File: config.mk
export PLATFORM = sky130hd
export DESIGN_NAME = number_list_message_parser_core
export DESIGN_NICKNAME = d
export VERILOG_FILES = /design/src/hdl/nlmp_pkg.sv /design/src/hdl/nlmp_step.sv /design/src/hdl/number_list_message_parser_core.sv
export SDC_FILE = /design/constraint.sdc
export NUM_CORES = 1
export LEC_CHECK = 0
export BUFFER_PORTS_ARGS = -buffer_cell sky130_fd_sc_hd__buf_2
export CORE_MARGIN = 2
export CORE_UTILIZATION = 36
export CTS_BUF_LIST = sky130_fd_sc_hd__clkbuf_4 sky130_fd_sc_hd__clkbuf_8
export DETAILED_ROUTE_END_ITERATION = 12
export HOLD_SLACK_MARGIN = 0.05
export SYNTH_ARGS = -nofsm -noshare
export SYNTH_HDL_FRONTEND = slang
export SYNTH_SLANG_ARGS = --single-unit
File: constraint.sdc
create_clock -name clock -period 8.2 [get_ports clock]
set_input_delay 0.82 -clock clock [delete_from_list [all_inputs] [get_ports clock]]
set_output_delay 0.82 -clock clock [all_outputs]
set_load 0.005 [all_outputs]
File: src/hdl/nlmp_pkg.sv
`default_nettype none
package nlmp_pkg;

   localparam int ByteW   = 8;
   localparam int ValueW  = 16;
   localparam int StatusW = 3;

   localparam logic [ByteW-1:0] CH_STAR  = 8'h2A;
   localparam logic [ByteW-1:0] CH_COLON = 8'h3A;
   localparam logic [ByteW-1:0] CH_SEMI  = 8'h3B;
   localparam logic [ByteW-1:0] CH_MINUS = 8'h2D;
   localparam logic [ByteW-1:0] CH_PLUS  = 8'h2B;
   localparam logic [ByteW-1:0] CH_ZERO  = 8'h30;
   localparam logic [ByteW-1:0] CH_NINE  = 8'h39;
   localparam logic [ByteW-1:0] CH_CR    = 8'h0D;
   localparam logic [ByteW-1:0] CH_LF    = 8'h0A;
   localparam logic [ByteW-1:0] CH_NUL   = 8'h00;

   localparam logic [StatusW-1:0] STATUS_TERM      = 3'd0;
   localparam logic [StatusW-1:0] STATUS_LENGTH    = 3'd1;
   localparam logic [StatusW-1:0] STATUS_NUMBERS   = 3'd2;
   localparam logic [StatusW-1:0] STATUS_INVALID   = 3'd3;
   localparam logic [StatusW-1:0] STATUS_BAD_START = 3'd4;

   localparam int CsrIdxW = 8;
   localparam logic [CsrIdxW-1:0] CSR_LENGTH_LIMIT = 8'd0;
   localparam logic [CsrIdxW-1:0] CSR_NUMBER_LIMIT = 8'd1;

   localparam logic [ByteW-1:0] LENGTH_LIMIT_RST = 8'd64;
   localparam logic [ByteW-1:0] NUMBER_LIMIT_RST = 8'd8;

   typedef struct packed {
      logic             first;
      logic [ByteW-1:0] rx_byte;
   } req_type;

   typedef struct packed {
      logic                     number_valid;
      logic signed [ValueW-1:0] number_value;
      logic [ByteW-1:0]         number_index;
      logic                     done_res;
      logic [StatusW-1:0]       status;
      logic [ByteW-1:0]         number_count;
   } rsp_type;

   typedef struct packed {
      logic              active;
      logic [ByteW-1:0]  position;
      logic [ValueW-1:0] accumulator;
      logic              negative;
      logic [ByteW-1:0]  count;
   } state_type;

endpackage
`default_nettype wire

File: src/hdl/nlmp_step.sv
`default_nettype none
module nlmp_step (
   input  nlmp_pkg::state_type st,
   input  nlmp_pkg::req_type   req,
   input  logic [7:0]          length_limit,
   input  logic [7:0]          number_limit,
   output nlmp_pkg::state_type st_next,
   output nlmp_pkg::rsp_type   rsp,
   output logic                rsp_emit
);
   import nlmp_pkg::*;

   typedef enum logic [2:0] {
      END_NONE,
      END_SEP,
      END_TERM,
      END_LENGTH,
      END_NUMBERS,
      END_INVALID
   } end_type;

   end_type           code;
   logic [ByteW:0]    new_pos;
   logic [3:0]        digit;
   logic [ValueW-1:0] acc_times_ten;
   logic [ByteW-1:0]  count_next;

   assign digit         = 4'(req.rx_byte - CH_ZERO);
   assign acc_times_ten = {st.accumulator[ValueW-4:0], 3'b000}
                        + {st.accumulator[ValueW-2:0], 1'b0}
                        + {12'd0, digit};
   assign new_pos       = {1'b0, st.position} + 9'd1;

   always_comb begin
      st_next    = st;
      rsp        = '0;
      rsp_emit   = 1'b0;
      code       = END_NONE;
      count_next = st.count;
      if (req.first) begin
         st_next = '0;
         if (req.rx_byte == CH_STAR) begin
            st_next.active   = 1'b1;
            st_next.position = 8'd1;
         end else begin
            rsp_emit     = 1'b1;
            rsp.done_res = 1'b1;
            rsp.status   = STATUS_BAD_START;
         end
      end else if (st.active) begin
         if (req.rx_byte == CH_MINUS) begin
            st_next.negative = 1'b1;
         end else if (req.rx_byte == CH_PLUS) begin
            st_next.negative = st.negative;
         end else if (req.rx_byte inside {[CH_ZERO:CH_NINE]}) begin
            st_next.accumulator = acc_times_ten;
         end else if (req.rx_byte inside {CH_SEMI, CH_CR, CH_LF, CH_NUL}) begin
            code = END_TERM;
         end else if (req.rx_byte == CH_COLON) begin
            code = END_SEP;
         end else begin
            code = END_INVALID;
         end

         if (new_pos >= {1'b0, length_limit}) begin
            code = END_LENGTH;
         end
         st_next.position = new_pos[ByteW-1:0];

         if (code != END_NONE) begin
            rsp_emit = 1'b1;
            if (code == END_SEP || code == END_TERM) begin
               rsp.number_valid = 1'b1;
               rsp.number_value = st.negative ? $signed(16'(-st.accumulator))
                                              : $signed(st.accumulator);
               rsp.number_index = st.count;
               if (st.count != 8'hFF) begin
                  count_next = st.count + 8'd1;
               end
            end
            if (count_next >= number_limit) begin
               code = END_NUMBERS;
            end
            st_next.count       = count_next;
            st_next.accumulator = '0;
            st_next.negative    = 1'b0;
            if (code != END_SEP) begin
               st_next.active = 1'b0;
               rsp.done_res   = 1'b1;
               case (code)
                  END_TERM:    rsp.status = STATUS_TERM;
                  END_LENGTH:  rsp.status = STATUS_LENGTH;
                  END_NUMBERS: rsp.status = STATUS_NUMBERS;
                  default:     rsp.status = STATUS_INVALID;
               endcase
            end
         end
      end
      rsp.number_count = st_next.count;
   end

endmodule
`default_nettype wire

File: src/hdl/number_list_message_parser_core.sv
// Channel   Ports                               Direction  Payload
// request   req_valid/req_ready/req_payload     in         first, rx_byte
// response  rsp_valid/rsp_ready/rsp_payload     out        number, index, done, status, count
// csr       csr_we/csr_index/csr_wdata          in         length limit, number limit
//
// One byte a cycle: the parse step sits between the parser state registers
// and the response register, so the next byte is taken in the following cycle.
// A request is taken whenever the response register is empty or being drained.
// A response held by rsp_ready low stalls requests until it is taken.
// Synchronous reset: no message open, limits back to 64 and 8.
`default_nettype none
module number_list_message_parser_core (
   input  logic                clock,
   input  logic                reset,
   input  logic                req_valid,
   output logic                req_ready,
   input  nlmp_pkg::req_type   req_payload,
   output logic                rsp_valid,
   input  logic                rsp_ready,
   output nlmp_pkg::rsp_type   rsp_payload,
   input  logic                csr_we,
   input  logic [7:0]          csr_index,
   input  logic [7:0]          csr_wdata
);
   import nlmp_pkg::*;

   state_type        state_ff, state_in;
   rsp_type          rsp_ff, rsp_in;
   logic             rsp_valid_ff;
   logic             rsp_emit;
   logic [ByteW-1:0] length_limit_ff;
   logic [ByteW-1:0] number_limit_ff;
   logic             req_take;

   nlmp_step u_step (
      .st           (state_ff),
      .req          (req_payload),
      .length_limit (length_limit_ff),
      .number_limit (number_limit_ff),
      .st_next      (state_in),
      .rsp          (rsp_in),
      .rsp_emit     (rsp_emit)
   );

   assign req_ready   = !rsp_valid_ff || rsp_ready;
   assign req_take    = req_valid && req_ready;
   assign rsp_valid   = rsp_valid_ff;
   assign rsp_payload = rsp_ff;

   always_ff @(posedge clock) begin
      if (reset) begin
         state_ff        <= '0;
         rsp_valid_ff    <= 1'b0;
         length_limit_ff <= LENGTH_LIMIT_RST;
         number_limit_ff <= NUMBER_LIMIT_RST;
      end else begin
         if (csr_we && csr_index == CSR_LENGTH_LIMIT) begin
            length_limit_ff <= csr_wdata;
         end
         if (csr_we && csr_index == CSR_NUMBER_LIMIT) begin
            number_limit_ff <= csr_wdata;
         end
         if (req_take) begin
            state_ff     <= state_in;
            rsp_valid_ff <= rsp_emit;
         end else if (rsp_ready) begin
            rsp_valid_ff <= 1'b0;
         end
      end
   end

   always_ff @(posedge clock) begin
      if (req_take && rsp_emit) begin
         rsp_ff <= rsp_in;
      end
   end

endmodule
`default_nettype wire

# Word level (Yosys, flattened, before mapping)
# Cells that the tools add are included.
# word_totals
regBits	88
input_bits	30
out_inout_bits	39
word_cells	106
# classes
add_sub_neg	6
order_cmp	4
n_eq_ne	17
mux	41
bitwise_logic	3
reduce_logical	21
# op_table
cell	n
two-way mux 34 bit	2
two-way mux 16 bit	4
two-way mux 25 bit	2
== test 8 x 6 -> 1 bit (second input constant)	5
two-way mux 8 bit	5
two-way mux 3 bit	12
two-way mux 4 bit	5
adder 16 bit	1
adder 16 x 4 -> 16 bit	1
== test 8 x 4 -> 1 bit (second input constant)	2
zero test 8 bit	2
negator 16 bit	1
adder 8 x 1 -> 9 bit (second input constant)	1
== test 3 x 2 -> 1 bit (second input constant)	3
greater-or-equal comparator 9 x 8 -> 1 bit	1
two-way mux 1 bit	9
two-way mux 9 bit	1
nonzero test 3 bit	3
adder 8 x 1 -> 8 bit (second input constant)	1
== test 8 x 1 -> 1 bit (second input constant)	1
greater-or-equal comparator 8 x 6 -> 1 bit (second input constant)	1
greater-or-equal comparator 8 bit	1
<= comparator 8 x 6 -> 1 bit (second input constant)	1
!= test 8 bit (second input constant)	1
other kinds (17)	26

# Depth between registers and ports, before layout
# logic_depth
depth_word	26
ltp_mapped	21
ltp_nobuf	18

# Modules after synthesis
# From an unflattened synthesis, not the netlist that was laid out.
# hier_totals
hier_cells	701
area_unflattened_um2	6078.3
# modules_own_cells
module	instances	cells_each	area_each_um2	seq_area_each_um2
number_list_message_parser_core	1	265	3155.5	2132.0
nlmp_step	1	436	2922.8	0.0

# Least setup slack after synthesis
# Ideal clock, no wire load.
# synth_timing
kind	register to register
start	register state_ff[25] in the netlist's numbering
end	register rsp_ff, in the netlist rsp_payload[11], data pin
setup_time_ns	0.256
t_arrival_ns	4.148
required_time_ns	7.944
path_slack_ns	3.796
stages_incl_launch_ff	22
path_buffers	3
synth_period_minus_slack_ns	4.404
cell_sequence	dfxtp_1 -> ha_1 -> nand3_1 -> nor2_1 -> xor2_1 -> ha_1 -> a21oi_1 -> a21boi_0 -> a311oi_1 -> buf_2 -> and4_4 -> buf_6 -> buf_4 -> nand3_1 -> xnor2_1 -> ha_1 -> a21oi_1 -> o21ai_0 -> a221oi_1 -> o21ai_0 -> nand4bb_1 -> a31o_2
# synth_rtl
item	line	source
start: declaration	number_list_message_parser_core.sv:27	state_type state_ff, state_in;
start signal: assignment	number_list_message_parser_core.sv:64	state_ff <= state_in;
end signal: assignment	number_list_message_parser_core.sv:74	rsp_ff <= rsp_in;
end: declaration	number_list_message_parser_core.sv:28	rsp_type rsp_ff, rsp_in;

==> impl_metrics.csv <==
group,metric,value,unit
timing,final.setup.tns,0,ns
drt,drt_iter0_markers,417,
synth,synth-main-ff-cell,"dfxtp_1",
grt,grt_pass1_vias,4563,
timing,relSlewSlack,17.3,%
timing,rsz0062_at_grt,"false",
run_status,status,"finished, final reports clean",
final_layout,fillCellCount,1470,
drt,vias,4794,
worst_hold_path,hold_start,"length_limit_ff[4]",
worst_hold_path,hold_class,"reg -> reg",
synth,synth-seq-area-share,38.3,%
floorplanning,die_h,128,um
floorplanning,die_w,128,um
clock_tree,cts_hold_buf,0,
final_layout,diodes,0,
clock_tree,cts_max_level,3,
clock_tree,clk_pin_slew,0.09,ns
final_layout,fin_area,6240,um^2
place,place_area,6020,um^2
grt,grt_max_degree,49,
final_layout,multi_input_area,3170,um^2
final_layout,seq_area,2130,um^2
grt,grt_pass1_wl,22900,um
clock_tree,cts_sinks,88,
final_layout,mostFrequentLayoutCell,"buf_2",
floorplanning,initial_core_util,36.7,%
timing,hold_viol,0,
synth,synth_seq_cells,88,
timing,tightest_slew,1.23,ns
clock_tree,clockBufferDepth,2,
clock_tree,numCtsBuffers,9,
place,hpwlAfterDp,10400,um
timing,clock_skew,0.00755,ns
setup_path,path_class,"reg -> reg",
drt,drt-total-wl,14100,um
floorplanning,rows,45,
floorplanning,coreArea,15100,um^2
power_and_ir_drop,leakagePower,0.00263,uW
setup_path,crit_arrival,5.17,ns
flow_run,drv_cap,0,
synth,syn_avg_cell_area,9.14,um^2
place,portBuffers,68,
timing,slew_violations,0,
setup_path,required,8.32,ns
drt,firstDrtPassIters,7,
timing,clock.fmax,0.198,GHz
final_layout,area_growth,12.1,%
synth,synth_area,5560,um^2
setup_path,worstReg2RegStart,"state_ff[25]",
clock_tree,post_cts_buffers,0,
clock_tree,cts.repair.resized,0,
synth,ys_async_sr_fraction,0,%
setup_path,critPathCaptureType,"flop",
grt,antenna_found_initial,0,
power_and_ir_drop,powerDensity,137,nW/um^2
synth,synth_nets,686,
place,place.gp.congestion,0.877,
setup_path,cp-startpoint,"state_ff[25]",
final_layout,final_cells,850,
synth,ys_types,71,
place,dp_cells,834,
final_layout,most-common-layout-cells,"buf_2 (68), nor2_1 (59), dfxtp_1 (51), ha_1 (45)",
grt,grt-ovfl-total,0,
setup_path,crit_fanout,13,
floorplanning,io-pin-count,69,
timing,setup_viol,0,
final_layout,nets,734,
floorplanning,fp.dieArea,16500,um^2
clock_tree,cts_tree,"yes",
setup_path,crit_end,"rsp_payload[11]",
drt,ant_nets,0,
power_and_ir_drop,peakVddDrop,0.0853,mV
setup_path,r2r.worst_path.cells,19,
timing,post-route-period-util,61.5,%
grt,grt_usage,17.4,%
clock_tree,clockRootBuffer,"clkbuf_8",
final_layout,final_layout_size_suffix_gt1_share,14.7,%
drt,drc,0,
drt,avgViaCountPerCell,5.64,
synth,yosysWarningCount,0,
clock_tree,worstSkewPairLatency,0.36,ns
timing,fin_crit,5.04,ns
setup_path,critPathLaunchType,"flop",
worst_hold_path,holdPathStages,2,
setup_path,reg2reg_to,"rsp_payload[11]",
drt,routedWlPerCell,16.6,um
synth,syn_inst,609,
setup_path,r2r_slack,3.16,ns
synth,synth_edf_count,37,
-- layer usage --
| layer | part of all wire [%] | vias up | GRT usage [%] |
|---|---|---|---|
| met1 | 47 | 2267 | 23.6 |
| met3 | 4.9 | 20 | 3.17 |
| met5 | 0 | - | 0 |
| met4 | 2.0 | 0 | 7.18 |
| li1 | - | 2363 | - |
| met2 | 46 | 144 | 27.5 |
-- area by class of cell --
| type | instances | share of cell area, % |
|---|---|---|
| flip-flops and latches | 88 | 34.2 |
| inverters | 30 | 1.81 |
| well taps | 188 | 3.77 |
| repair buffers | 72 | 5.94 |
| multi-input cells | 456 | 50.8 |
| clock inverters | 4 | 1.08 |
| clock buffers | 12 | 2.45 |
-- worst max-delay path, stage by stage, from the launching register on --
cell and delay [ns]:
dfxtp_1 0.40, ha_1 0.24, nand3_1 0.20, nor2_1 0.28
xor2_1 0.17, ha_1 0.27, a21oi_1 0.15, a21boi_0 0.14
a311oi_1 0.28, buf_4 0.22, nand4_1 0.47, nor2_1 0.34
xnor2_1 0.17, ha_1 0.26, nor2b_1 0.10, o21ai_0 0.10
a221oi_1 0.26, o21ai_0 0.20, nand4bb_1 0.25, a31o_2 0.28
-- power by group --
| group | internal (uW) | total [uW] | switching (uW) |
|---|---|---|---|
| clock | 185 | 338 | 153 |
| combinational | 17.0 | 50.0 | 33.0 |
| sequential | 462 | 464 | 2.76 |
-- through the flow --
step	hold slack (ns)	util [%]	worst slack (ns)	power, uW
after floorplan	0.435	-	3.80	498
after global placement	0.451	39.7	3.50	523
after detailed placement	0.488	39.7	3.23	524
after CTS	0.503	41.2	3.21	860
after global routing	0.527	41.2	2.74	881
final	0.503	41.2	3.16	853
-- kinds of logic after synthesis --
logic type	synth area share [%]
compound gates	20.2
xor+xnor	4.88
fa+ha+maj	10.8
buf+inv	4.77
flops	38.3
mux	3.69
simple gates	17.3
-- state kept, by name (all words and copies together) (netlist names) --
register / flops
rsp_payload: 37
state_ff: 34
length_limit_ff: 8
number_limit_ff: 8
rsp_valid: 1
-- how the worst min path moves through the flow --
stage	endpoint	slack, ns
2_1_floorplan	number_limit_ff[3]	0.44
3_3_place_gp	number_limit_ff[3]	0.45
3_5_place_dp	length_limit_ff[4]	0.49
4_1_cts	number_limit_ff[3]	0.50
5_1_grt	number_limit_ff[3]	0.53
6_report	length_limit_ff[4]	0.50
-- Yosys cell counts, drive strengths merged, types with 3 or more instances --
cell | count | area [um^2]
nor2b | 10 | 62.6
a21oi | 44 | 220
buf | 11 | 62.6
ha | 45 | 563
a31oi | 13 | 81.3
a21o | 3 | 22.5
a41oi | 4 | 35.0
xnor2 | 17 | 149
o21ai | 44 | 220
nand2b | 7 | 43.8
edfxtp | 37 | 1110
nand3 | 21 | 105
mux2 | 4 | 45.0
nand4 | 9 | 56.3
o211ai | 6 | 45.0
a311oi | 4 | 35.0
clkbuf | 24 | 90.1
dfxtp | 51 | 1020
mux2i | 16 | 160
a2bb2oi | 3 | 26.3
nor2 | 59 | 221
nand3b | 5 | 37.5
or4 | 4 | 30.0
o31ai | 10 | 75.1
or3 | 6 | 37.5
a211oi | 3 | 22.5
a221oi | 3 | 26.3
inv | 30 | 113
o21a | 7 | 52.6
nor3 | 6 | 30.0
xor2 | 14 | 123
nand2 | 28 | 108
and3 | 17 | 106
nor4 | 6 | 43.8
Note: power is estimated with default switching activity, not from simulation.
